===== src/gtg_pkg.sv =====
`timescale 1ns / 1ps
`default_nettype none
package gtg_pkg;

  // datapath widths
  localparam int unsigned XY_W      = 32;
  localparam int unsigned Z_W       = 28;
  localparam int unsigned ISQ_BITS  = 17;
  localparam int unsigned ISQ_IN_W  = 34;
  localparam int unsigned NUM_W     = 61;
  localparam int unsigned REM_W     = 52;
  localparam int unsigned DEN_W     = 29;
  localparam int unsigned Q_BITS    = 15;

  // angles in 1/8192 rad, wide enough for the raw heading error
  localparam logic signed [17:0] E_PI      = 18'sd25736;
  localparam logic signed [17:0] E_HALF_PI = 18'sd12868;
  localparam logic signed [17:0] E_TWO_PI  = 18'sd51472;

  // CORDIC constants, angles in 2^-24 rad
  localparam logic signed [Z_W-1:0] Z_HALF_PI = 28'sd26353589;
  localparam logic signed [XY_W-1:0] ROT_X0   = 32'sd268435456;

  // register indexes
  localparam logic [2:0] REG_TARGET_X   = 3'd0;
  localparam logic [2:0] REG_TARGET_Y   = 3'd1;
  localparam logic [2:0] REG_SPEED_GAIN = 3'd2;
  localparam logic [2:0] REG_HEAD_GAIN  = 3'd3;
  localparam logic [2:0] REG_MAX_SPEED  = 3'd4;
  localparam logic [2:0] REG_MAX_STEER  = 3'd5;
  localparam logic [2:0] REG_INV_OFFSET = 3'd6;

  function automatic logic [24:0] atan_fine(input int unsigned i);
    logic [24:0] a;
    case (i)
      0:  a = 25'd13176795;
      1:  a = 25'd7778716;
      2:  a = 25'd4110060;
      3:  a = 25'd2086331;
      4:  a = 25'd1047214;
      5:  a = 25'd524117;
      6:  a = 25'd262123;
      7:  a = 25'd131069;
      8:  a = 25'd65536;
      9:  a = 25'd32768;
      10: a = 25'd16384;
      11: a = 25'd8192;
      12: a = 25'd4096;
      13: a = 25'd2048;
      14: a = 25'd1024;
      15: a = 25'd512;
      16: a = 25'd256;
      17: a = 25'd128;
      18: a = 25'd64;
      19: a = 25'd32;
      20: a = 25'd16;
      21: a = 25'd8;
      22: a = 25'd4;
      23: a = 25'd2;
      default: a = 25'd0;
    endcase
    return a;
  endfunction

endpackage
`default_nettype wire


===== src/gtg_rot.sv =====
`timescale 1ns / 1ps
`default_nettype none
module gtg_rot #(
  parameter int unsigned STEPS = 16
) (
  input  logic                           clk,
  input  logic                           rst_n,
  input  logic                           en,
  input  logic                           in_vld,
  input  logic signed [gtg_pkg::Z_W-1:0] z_in,
  input  logic [14:0]                    vmag_in,
  input  logic                           vneg_in,
  output logic                           out_vld,
  output logic signed [gtg_pkg::XY_W-1:0] x_out,
  output logic signed [gtg_pkg::XY_W-1:0] y_out,
  output logic [14:0]                    vmag_out,
  output logic                           vneg_out
);
  import gtg_pkg::*;

  logic                   vld_r  [0:STEPS];
  logic signed [XY_W-1:0] x_r    [0:STEPS];
  logic signed [XY_W-1:0] y_r    [0:STEPS];
  logic signed [Z_W-1:0]  z_r    [0:STEPS];
  logic [14:0]            vmag_r [0:STEPS];
  logic                   vneg_r [0:STEPS];

  always_ff @(posedge clk) begin
    if (!rst_n) begin
      vld_r[0] <= 1'b0;
    end else if (en) begin
      vld_r[0] <= in_vld;
    end
  end

  always_ff @(posedge clk) begin
    if (en) begin
      x_r[0]    <= ROT_X0;
      y_r[0]    <= '0;
      z_r[0]    <= z_in;
      vmag_r[0] <= vmag_in;
      vneg_r[0] <= vneg_in;
    end
  end

  for (genvar k = 1; k <= STEPS; k++) begin : g_st
    localparam int unsigned I = k - 1;
    logic signed [XY_W-1:0] dx, dy;
    logic signed [Z_W-1:0]  at;
    assign dx = y_r[k-1] >>> I;
    assign dy = x_r[k-1] >>> I;
    assign at = Z_W'(atan_fine(I));

    always_ff @(posedge clk) begin
      if (!rst_n) begin
        vld_r[k] <= 1'b0;
      end else if (en) begin
        vld_r[k] <= vld_r[k-1];
      end
    end

    // drive the residual angle towards zero
    always_ff @(posedge clk) begin
      if (en) begin
        if (z_r[k-1] >= 0) begin
          x_r[k] <= x_r[k-1] - dx;
          y_r[k] <= y_r[k-1] + dy;
          z_r[k] <= z_r[k-1] - at;
        end else begin
          x_r[k] <= x_r[k-1] + dx;
          y_r[k] <= y_r[k-1] - dy;
          z_r[k] <= z_r[k-1] + at;
        end
        vmag_r[k] <= vmag_r[k-1];
        vneg_r[k] <= vneg_r[k-1];
      end
    end
  end

  assign out_vld  = vld_r[STEPS];
  assign x_out    = x_r[STEPS];
  assign y_out    = y_r[STEPS];
  assign vmag_out = vmag_r[STEPS];
  assign vneg_out = vneg_r[STEPS];

endmodule
`default_nettype wire


===== config.mk =====
export PLATFORM = sky130hd
export DESIGN_NAME = gtg_rot
export DESIGN_NICKNAME = d
export VERILOG_FILES = /design/src/gtg_pkg.sv /design/src/gtg_rot.sv
export SDC_FILE = /design/constraint.sdc
export NUM_CORES = 2
export LEC_CHECK = 0
export ABC_CLOCK_PERIOD_IN_PS = 5470
export BUFFER_PORTS_ARGS = -buffer_cell sky130_fd_sc_hd__buf_2
export CAP_MARGIN = 25
export CORE_MARGIN = 4
export CORE_UTILIZATION = 58
export DETAILED_ROUTE_END_ITERATION = 10
export MAX_ROUTING_LAYER = met4
export PLACE_DENSITY_LB_ADDON = 0.3
export SYNTH_ARGS = -nofsm -noshare
export SYNTH_HDL_FRONTEND = slang
export SYNTH_SLANG_ARGS = --single-unit

===== constraint.sdc =====
create_clock -name clk -period 5.47 [get_ports clk]
set_input_delay 0.8205 -clock clk [delete_from_list [all_inputs] [get_ports clk]]
set_output_delay 0.8205 -clock clk [all_outputs]
set_load 0.03 [all_outputs]

==> reports/metrics.csv <==
metric;value;unit
busiest_layer;met2;
yosysSeqAreaShare;44.2;%
layout_min_cycle_time;5160;ps
use_met3;3.41;%
drtIter0Drc;6087;
clock_skew;49.1;ps
synth_ff_type;edfxtp_1;
cp_cell_sequence;or3_1 > nor4_1 > nand2_1 > or4_1 > o41ai_2 > xnor2_1 > ha_1 > a21oi_1 > o21ai_0 > a221o_1 > a221o_1 > a31oi_1 > o21ai_0 > o211ai_1 > a31oi_1 > a21o_1 > a21oi_1 > xnor2_1;
postCtsSetupRepairBufs;0;
grt_pass1_vias;64600;
wl_per_cell;20.3;µm
fillers;12600;
htreeDepth;4;
grt_pass1_wl;358000;µm
core;158000;µm²
cp-end-kind;flop;
fin_crit_sh;94.3;%
netlist-cell-type-count;101;
multi_input_area;49100;µm²
fin_tns_setup;0;ps
crit_path_max_incr_delay;510;ps
clock_tree.buffer_depth;3;
synth_simple_gate_area_share;11.5;%
synth.area.mux_share;0.896;%
hold_violations;0;
grtUsageMet1;37.3;%
syn_nets;9721;
start_util;58.3;%
worstMarginPinSlew;1180;ps
pin_count;129;
synthAdderAreaFrac;12.2;%
die-area;166000;µm²
met2_usage;45.1;%
cp_slowest_cell;or4_1;
worstPathMaxFanout;4;
syn_inst;8797;
grt_usage;28.0;%
postLayoutCoreUtil;63.8;%
port_buffers;128;
antenna_found_initial;1;
synth_top_family_by_area;compound AO/OA/AOI/OAI gates;
ctsHoldBuffers;0;
ys.warnings.count;0;
postSynth.asyncResetShare;0;%
drc;0;
arrival;5710;ps
synth_edf_count;1358;
root_buffer;clkbuf_16;
synth.avg_cell_area;10.5;µm²
die_x;407;µm
seqCellArea;40800;µm²
layout-drive-gt1-share;6.90;%
holdWs;174;ps
place_hpwl;174000;µm
ys_ff_latch;1359;
vias;67300;
grt_remaining_overflow;0;
cts_tree;done;
gp_congestion;0.978;
rsz0062_at_grt;no;
grt_max_degree;223;
synth_compound_area_share;16.1;%
final_nets;9898;
antenna_left;0;
clkTransAtPathRegs;60;ps
status;completed;
cts_sinks;1359;
slew_violations;0;
drv_cap;0;
clkLatencyLatePin;820;ps
startpoint_type;flop;
setup_viol;0;
vias_per_cell;6.02;
crit_required;6030;ps
crit_type;reg -> reg;
mappedNetlistArea;92300;µm²
timing.fmax;0.194;GHz
syn_to_final_growth;9.35;%
drtPass1Iterations;7;
cts_made_buffers;153;
yosys.area_share.xor_xnor;12.4;%
hold_path_class;in -> reg;
die_y;407;µm
wl;227000;µm
slew-limit-headroom;21.1;%
rows;146;
==> routing by layer <==
metal | wire length (µm) | part of all wire (%)
met5 | 0 | 0
met1 | 100000 | 44
met3 | 12300 | 5.4
met2 | 107000 | 47
met4 | 6940 | 3.1
==> Yosys cell counts, types with 37 or more instances <==
cell / n / area share [%]
mux2i_1: 59 / 0.64
a21oi_1: 807 / 4.4
o21bai_1: 105 / 0.85
nand4_1: 65 / 0.44
o21ai_0: 383 / 2.1
and2_1: 51 / 0.35
o31ai_1: 77 / 0.63
xor2_1: 330 / 3.1
nor4_1: 52 / 0.35
ha_1: 844 / 11
nand3_1: 151 / 0.82
nor2b_1: 116 / 0.79
or3_1: 65 / 0.44
buf_1: 40 / 0.16
a31oi_1: 68 / 0.46
inv_1: 374 / 1.5
nand2_1: 462 / 1.9
a21o_1: 297 / 2.4
xnor2_1: 981 / 9.3
nand2b_1: 120 / 0.81
o211ai_1: 42 / 0.34
nor3_1: 217 / 1.2
nor2_1: 677 / 2.8
or2_2: 37 / 0.25
o21a_1: 120 / 0.98
a211oi_1: 61 / 0.50
and3_1: 94 / 0.64
clkbuf_1: 195 / 0.79
edfxtp_1: 1358 / 44
==> flip-flops by register name, summed over array words and instances (netlist names) <==
register,count
z_r,351
y_r,361
vld_r,17
x_r,358
vmag_r,255
vneg_r,17
==> critical path, delay by kind of cell, from the launching register on <==
family | cells | cell delay (ps)
compound gates | 11 | 2500
xor+xnor | 2 | 270
fa+ha+maj | 1 | 300
flops | 1 | 430
simple gates | 4 | 1430
==> final timing paths <==
path,start,to,slack [ps],cells after the start
worst max-delay path,y_r[9][12],x_r[10][31],310,18
worst max register to register,y_r[9][12],x_r[10][31],310,18
worst min register to register,vneg_r[9],vneg_r[10],410,0
worst min-delay path,z_in[9],z_r[0][9],170,1
==> area by class of cell <==
class,count,share of cell area [%]
Timing Repair Buffer,273,1.79
Sequential cell,1359,40.4
Tap cell,2072,2.57
Clock buffer,176,3.88
Antenna cell,1,0.00248
Multi-Input combinational cell,6807,48.7
Inverter,380,1.41
Clock inverter,106,1.25
==> placed cells by master (no fill, tap or decap), types with 94 or more instances in the layout <==
| master | synthesis | final |
|---|---|---|
| edfxtp_1 | 1358 | 1358 |
| xnor2_1 | 981 | 981 |
| ha_1 | 844 | 844 |
| a21oi_1 | 807 | 807 |
| nor2_1 | 677 | 677 |
| nand2_1 | 462 | 462 |
| o21ai_0 | 383 | 383 |
| inv_1 | 374 | 373 |
| xor2_1 | 330 | 330 |
| a21o_1 | 297 | 297 |
| nor3_1 | 217 | 217 |
| clkbuf_16 | 0 | 153 |
| nand3_1 | 151 | 151 |
| buf_4 | 0 | 141 |
| buf_2 | 12 | 127 |
| nand2b_1 | 120 | 120 |
| o21a_1 | 120 | 120 |
| nor2b_1 | 116 | 116 |
| o21bai_1 | 105 | 105 |
| and3_1 | 94 | 94 |
==> what timing repair did <==
item                       CTS  global route
setup endpoints to repair    0             5
resized for setup            0             6
hold endpoints to repair     0             0
==> kinds of logic after synthesis <==
| family | count (synthesis) |
|---|---|
| compound gates | 2329 |
| simple gates | 2203 |
| flops | 1359 |
| xor+xnor | 1311 |
| fa+ha+maj | 884 |
| buf+inv | 631 |
| mux | 80 |
==> per-stage QoR <==
stage / cells / worst slack [ps] / area [µm²]
2_1_floorplan: 8797 / 20.5 / 92300
3_3_place_gp: 10900 / 287 / 95700
3_5_place_dp: 10900 / 112 / 95700
4_1_cts: 11200 / 226 / 101000
5_1_grt: 11200 / 25.7 / 101000
6_report: 11200 / 313 / 101000
Power is not shown: default switching activity piles up to over one toggle a cycle in this logic, so the estimate is an artifact.
