[config.mk]
export PLATFORM = sky130hd
export DESIGN_NAME = gtg_div
export DESIGN_NICKNAME = d
export VERILOG_FILES = /design/src/gtg_pkg.sv /design/src/gtg_div.sv
export SDC_FILE = /design/constraint.sdc
export NUM_CORES = 2
export LEC_CHECK = 0
export ABC_CLOCK_PERIOD_IN_PS = 4200
export BUFFER_PORTS_ARGS = -buffer_cell sky130_fd_sc_hd__clkbuf_2
export CAP_MARGIN = 20
export CORE_MARGIN = 3
export CORE_UTILIZATION = 63
export CTS_CLUSTER_SIZE = 28
export DETAILED_ROUTE_END_ITERATION = 10
export GPL_TIMING_DRIVEN = 1
export PLACE_DENSITY = 0.79
export REMOVE_ABC_BUFFERS = 1
export SLEW_MARGIN = 5
export SYNTH_ARGS = -nofsm -noshare
export SYNTH_HDL_FRONTEND = slang
export SYNTH_SLANG_ARGS = --single-unit
[constraint.sdc]
create_clock -name clk -period 4.2 [get_ports clk]
set_input_delay 0.21 -clock clk [delete_from_list [all_inputs] [get_ports clk]]
set_output_delay 0.21 -clock clk [all_outputs]
set_load 0.05 [all_outputs]
[src/gtg_pkg.sv]
`timescale 1ns / 1ps
`default_nettype none
package gtg_pkg;

  // datapath widths
  localparam int unsigned XY_W      = 32;
  localparam int unsigned Z_W       = 28;
  localparam int unsigned ISQ_BITS  = 17;
  localparam int unsigned ISQ_IN_W  = 34;
  localparam int unsigned NUM_W     = 61;
  localparam int unsigned REM_W     = 52;
  localparam int unsigned DEN_W     = 29;
  localparam int unsigned Q_BITS    = 15;

  // angles in 1/8192 rad, wide enough for the raw heading error
  localparam logic signed [17:0] E_PI      = 18'sd25736;
  localparam logic signed [17:0] E_HALF_PI = 18'sd12868;
  localparam logic signed [17:0] E_TWO_PI  = 18'sd51472;

  // CORDIC constants, angles in 2^-24 rad
  localparam logic signed [Z_W-1:0] Z_HALF_PI = 28'sd26353589;
  localparam logic signed [XY_W-1:0] ROT_X0   = 32'sd268435456;

  // register indexes
  localparam logic [2:0] REG_TARGET_X   = 3'd0;
  localparam logic [2:0] REG_TARGET_Y   = 3'd1;
  localparam logic [2:0] REG_SPEED_GAIN = 3'd2;
  localparam logic [2:0] REG_HEAD_GAIN  = 3'd3;
  localparam logic [2:0] REG_MAX_SPEED  = 3'd4;
  localparam logic [2:0] REG_MAX_STEER  = 3'd5;
  localparam logic [2:0] REG_INV_OFFSET = 3'd6;

  function automatic logic [24:0] atan_fine(input int unsigned i);
    logic [24:0] a;
    case (i)
      0:  a = 25'd13176795;
      1:  a = 25'd7778716;
      2:  a = 25'd4110060;
      3:  a = 25'd2086331;
      4:  a = 25'd1047214;
      5:  a = 25'd524117;
      6:  a = 25'd262123;
      7:  a = 25'd131069;
      8:  a = 25'd65536;
      9:  a = 25'd32768;
      10: a = 25'd16384;
      11: a = 25'd8192;
      12: a = 25'd4096;
      13: a = 25'd2048;
      14: a = 25'd1024;
      15: a = 25'd512;
      16: a = 25'd256;
      17: a = 25'd128;
      18: a = 25'd64;
      19: a = 25'd32;
      20: a = 25'd16;
      21: a = 25'd8;
      22: a = 25'd4;
      23: a = 25'd2;
      default: a = 25'd0;
    endcase
    return a;
  endfunction

endpackage
`default_nettype wire

[src/gtg_div.sv]
`timescale 1ns / 1ps
`default_nettype none
module gtg_div (
  input  logic                             clk,
  input  logic                             rst_n,
  input  logic                             en,
  input  logic                             in_vld,
  input  logic [gtg_pkg::NUM_W-1:0]        nn,
  input  logic [gtg_pkg::DEN_W-1:0]        den,
  input  logic                             xpos,
  input  logic                             wneg_in,
  input  logic [14:0]                      vmag_in,
  input  logic                             vneg_in,
  output logic                             out_vld,
  output logic [gtg_pkg::Q_BITS-1:0]       wmag,
  output logic                             wneg_out,
  output logic [14:0]                      vmag_out,
  output logic                             vneg_out
);
  import gtg_pkg::*;

  logic              vld_r  [0:Q_BITS];
  logic [REM_W-1:0]  rem_r  [0:Q_BITS];
  logic [DEN_W-1:0]  den_r  [0:Q_BITS];
  logic [Q_BITS-1:0] q_r    [0:Q_BITS];
  logic              sat_r  [0:Q_BITS];
  logic              xpos_r [0:Q_BITS];
  logic              wneg_r [0:Q_BITS];
  logic [14:0]       vmag_r [0:Q_BITS];
  logic              vneg_r [0:Q_BITS];

  always_ff @(posedge clk) begin
    if (!rst_n) begin
      vld_r[0] <= 1'b0;
    end else if (en) begin
      vld_r[0] <= in_vld;
    end
  end

  // quotient of 2^15 or more saturates
  always_ff @(posedge clk) begin
    if (en) begin
      sat_r[0]  <= nn >= (NUM_W'(den) << (8 + Q_BITS));
      rem_r[0]  <= nn[REM_W-1:0];
      den_r[0]  <= den;
      q_r[0]    <= '0;
      xpos_r[0] <= xpos;
      wneg_r[0] <= wneg_in;
      vmag_r[0] <= vmag_in;
      vneg_r[0] <= vneg_in;
    end
  end

  for (genvar k = 1; k <= Q_BITS; k++) begin : g_st
    localparam int unsigned B = Q_BITS - k;
    logic [REM_W-1:0] dsh;
    logic             ge;
    assign dsh = REM_W'(den_r[k-1]) << (8 + B);
    assign ge  = rem_r[k-1] >= dsh;

    always_ff @(posedge clk) begin
      if (!rst_n) begin
        vld_r[k] <= 1'b0;
      end else if (en) begin
        vld_r[k] <= vld_r[k-1];
      end
    end

    always_ff @(posedge clk) begin
      if (en) begin
        rem_r[k]  <= ge ? rem_r[k-1] - dsh : rem_r[k-1];
        q_r[k]    <= {q_r[k-1][Q_BITS-2:0], ge};
        den_r[k]  <= den_r[k-1];
        sat_r[k]  <= sat_r[k-1];
        xpos_r[k] <= xpos_r[k-1];
        wneg_r[k] <= wneg_r[k-1];
        vmag_r[k] <= vmag_r[k-1];
        vneg_r[k] <= vneg_r[k-1];
      end
    end
  end

  assign out_vld  = vld_r[Q_BITS];
  assign wmag     = !xpos_r[Q_BITS] ? '0 : (sat_r[Q_BITS] ? '1 : q_r[Q_BITS]);
  assign wneg_out = wneg_r[Q_BITS];
  assign vmag_out = vmag_r[Q_BITS];
  assign vneg_out = vneg_r[Q_BITS];

endmodule
`default_nettype wire

==> metrics.cfg <==
[setup_path]
r2r_slack_ps = 170
start_kind = flip-flop
timing_worst_setup_path_type = reg -> reg
critPathMaxFanout = 7
r2r_cells = 12
critPathCaptureType = flip-flop
arrival_ps = 4560
worstPathRequired_ps = 4730
reg2reg_to = rem_r[9][48]$_DFFE_PP_
reg2reg_from = den_r[1][0]$_DFFE_PP_

[routing]
drt_iter0_markers = 4024
drt-total-wl_um = 178500
ant_nets = 0
vias_per_cell = 5.965
drc = 0
num_vias = 53228
wl_per_cell_um = 20.00
drt_first_pass_iters = 6

[synthesis]
synth_area_leader_cell = edfxtp_1
synthCells = 6670
ys_top_cells_by_count = 1654 x edfxtp_1, 588 x inv_1, 547 x a21oi_1
synth_seq_cells = 1655
syn_area_per_cell_um2 = 12.26
synth_edf_count = 1654
netlist.area_leader.share = 0.6074
yosysMostFrequentCell = edfxtp_1
synth_area_leaders = edfxtp_1 61%, ha_1 7.1%, a21oi_1 3.3%
async_flop_share = 0
yosysWarnings = 0
syn_area_um2 = 81780
synth_cell_type_count = 90
yosysSeqAreaShare = 0.6076
ys.flop_type = edfxtp_1

[timing]
finalHoldViolCount = 0
hold_ws_ps = 138.1
max_freq_mhz = 248.0
setup_tns_ps = 0
slew_violations = 0
finClkSkew_ps = 47.32
max_slew.worst_pin.slew_ps = 971.9
min_period_ps = 4032
finalSetupViolations = 0
max_slew_margin = 0.3353
rsz0062_at_grt = false
fin_crit_sh = 0.9600

[die]
fp.dieArea_um2 = 134200
io-pin-count = 145
initial_utilization = 0.6380
die_x_um = 366.3
die_h_um = 366.3
rows = 131
core-area_um2 = 128200

[global_route]
antenna_found_initial = 1
grt_pass1_wl_um = 281900
grt_overflow = 0
grt_max_degree = 128
grt_usage = 0.2638
grt_pass1_vias = 54534

[clocking]
cts.sinks = 1655
numCtsBuffers = 169
htreeDepth = 4
clk_pin_slew_ps = 60
root_buffer = clkbuf_16
insertion_delay_ps = 800
clk_path_buf_depth = 3
cts_tree = done

[finish]
area_delta_synth_final_pct = 12.88
n_fill_cell = 8424
ff_latch_area_um2 = 49690
nets = 7638
multi_input_area_um2 = 29200
drive_gt1_frac = 0.09704

[pwr]
ir_worst_vdd_mv = 0.4951
powerDensity_nw_per_um2 = 660.1
leakagePower_nw = 36.04

[flow_run]
maxCapViolCount = 0

[outcome]
outcome = finished clean

[hold_path]
min_path_cells = 2
hold_class = in -> reg
worstHoldStart = vmag_in[12]
min_to = vmag_r[0][12]$_DFFE_PP_

[placed_design]
gp_congestion = 0.9931
dp_hpwl_um = 125800
io_buffers = 144

## registers in the layout, summed over array words and instances, names as in the netlist
register,count
den_r,435
q_r,120
rem_r,780
sat_r,16
vld_r,16
vmag_r,240
vneg_r,16
wneg_r,16
xpos_r,16
## power breakdown
group	leakage, nW	internal [mW]	switching, mW
clock	2.78	8.98	6.42
combinational	17.2	9.09	12.3
sequential	16.1	22.4	1.75
## kinds of logic after synthesis
family,after synthesis,synth area share
flip-flops,1655,0.6076
AO/OA/AOI/OAI,1641,0.1262
AND/OR/NAND/NOR,1594,0.09651
buffers and inverters,777,0.03655
adder cells (fa/ha/maj),478,0.07442
XOR/XNOR,441,0.04723
multiplexers,84,0.01149
## worst max path at each step
| stage | startpoint | endpoint | slack [ps] |
|---|---|---|---|
| after floorplan | den_r[0][88]$_DFFE_PP_ | rem_r[4][40]$_DFFE_PP_ | -4460 |
| after CTS | rem_r[8][14]$_DFFE_PP_ | rem_r[9][38]$_DFFE_PP_ | 160 |
| after detailed placement | rem_r[8][14]$_DFFE_PP_ | rem_r[9][41]$_DFFE_PP_ | 230 |
| final | den_r[1][0]$_DFFE_PP_ | rem_r[9][48]$_DFFE_PP_ | 170 |
| after global routing | rem_r[3][19]$_DFFE_PP_ | rem_r[4][47]$_DFFE_PP_ | 4 |
| after global placement | den_r[1][30]$_DFFE_PP_ | rem_r[10][16]$_DFFE_PP_ | 370 |
## cell type report
cell class	count	share of cell area
clock buffer	200	0.04731
tap	1729	0.02344
inverter	589	0.02395
multi-input combinational	4238	0.3163
antenna	1	0.00002711
sequential	1655	0.5383
timing repair buffer	395	0.03486
clock inverter	116	0.01580
## per-stage QoR
step	area, um2	util	worst slack, ps	power [mW]	std cells
detailed placement	85390	0.6662	230.0	45.23	8497
finish	92310	0.7202	167.9	60.93	8923
global route	92310	0.7202	4.187	64.38	8923
global placement	85390	0.6662	365.4	44.79	8497
CTS	92280	0.7200	158.5	60.87	8920
floorplan	81000	-	-4459	39.37	6482
## worst max-delay path, stage by stage (launching register included)
cell	delay (ps)
edfxtp_1	390
ha_1	250
inv_1	80
fa_1	230
a211oi_1	110
o21ai_0	390
a211oi_1	150
nor3_1	670
a311oi_1	270
o21a_2	380
a2111oi_0	580
buf_4	220
xor2_1	50
## timing repair
action,4_1_cts,5_1_grt
resized for setup,0,1
hold buffers,107,0
setup buffers,0,1
endpoints found under the setup margin,0,5
endpoints found under the hold margin,149,0
## metal layers
metal,global-route usage,share of wire
met1,0.2685,0.35
met2,0.5055,0.54
met3,0.03379,0.039
met4,0.1663,0.069
met5,0,0
## cells in the final DEF, fill, tap and decap left out, types with 20 or more instances in the layout
cell           Yosys  routed
nand2_1          418     417
buf_12             0      27
o21bai_1          61      61
and3_1            59      59
ha_1             464     464
nor4b_1           22      22
a21oi_1          547     545
clkinv_1           0      37
dlygate4sd3_1      0     107
a211oi_1          57      57
nor4_1            79      78
nor2b_1           54      54
nand3_1          117     117
clkbuf_1         147      30
o21a_1            75      74
nand2b_1          61      61
and2_1            20      20
clkbuf_16          0     170
o211ai_1          27      27
clkinv_2           0      23
xor2_1           193     193
xnor2_1          248     248
or2_2             28      28
edfxtp_1        1654    1654
a31oi_1           55      55
bufinv_16          0      23
inv_1            588     588
mux2_2            79      79
nor2_1           405     404
a21o_1           213     213
nor3_1           100     100
buf_4             15     117
nand4_1           98      98
or4_1             24      24
or3_1             38      38
clkbuf_2           2     143
o21ai_0          364     363
o31a_1            25      25
(Power assumes the default switching activity.)
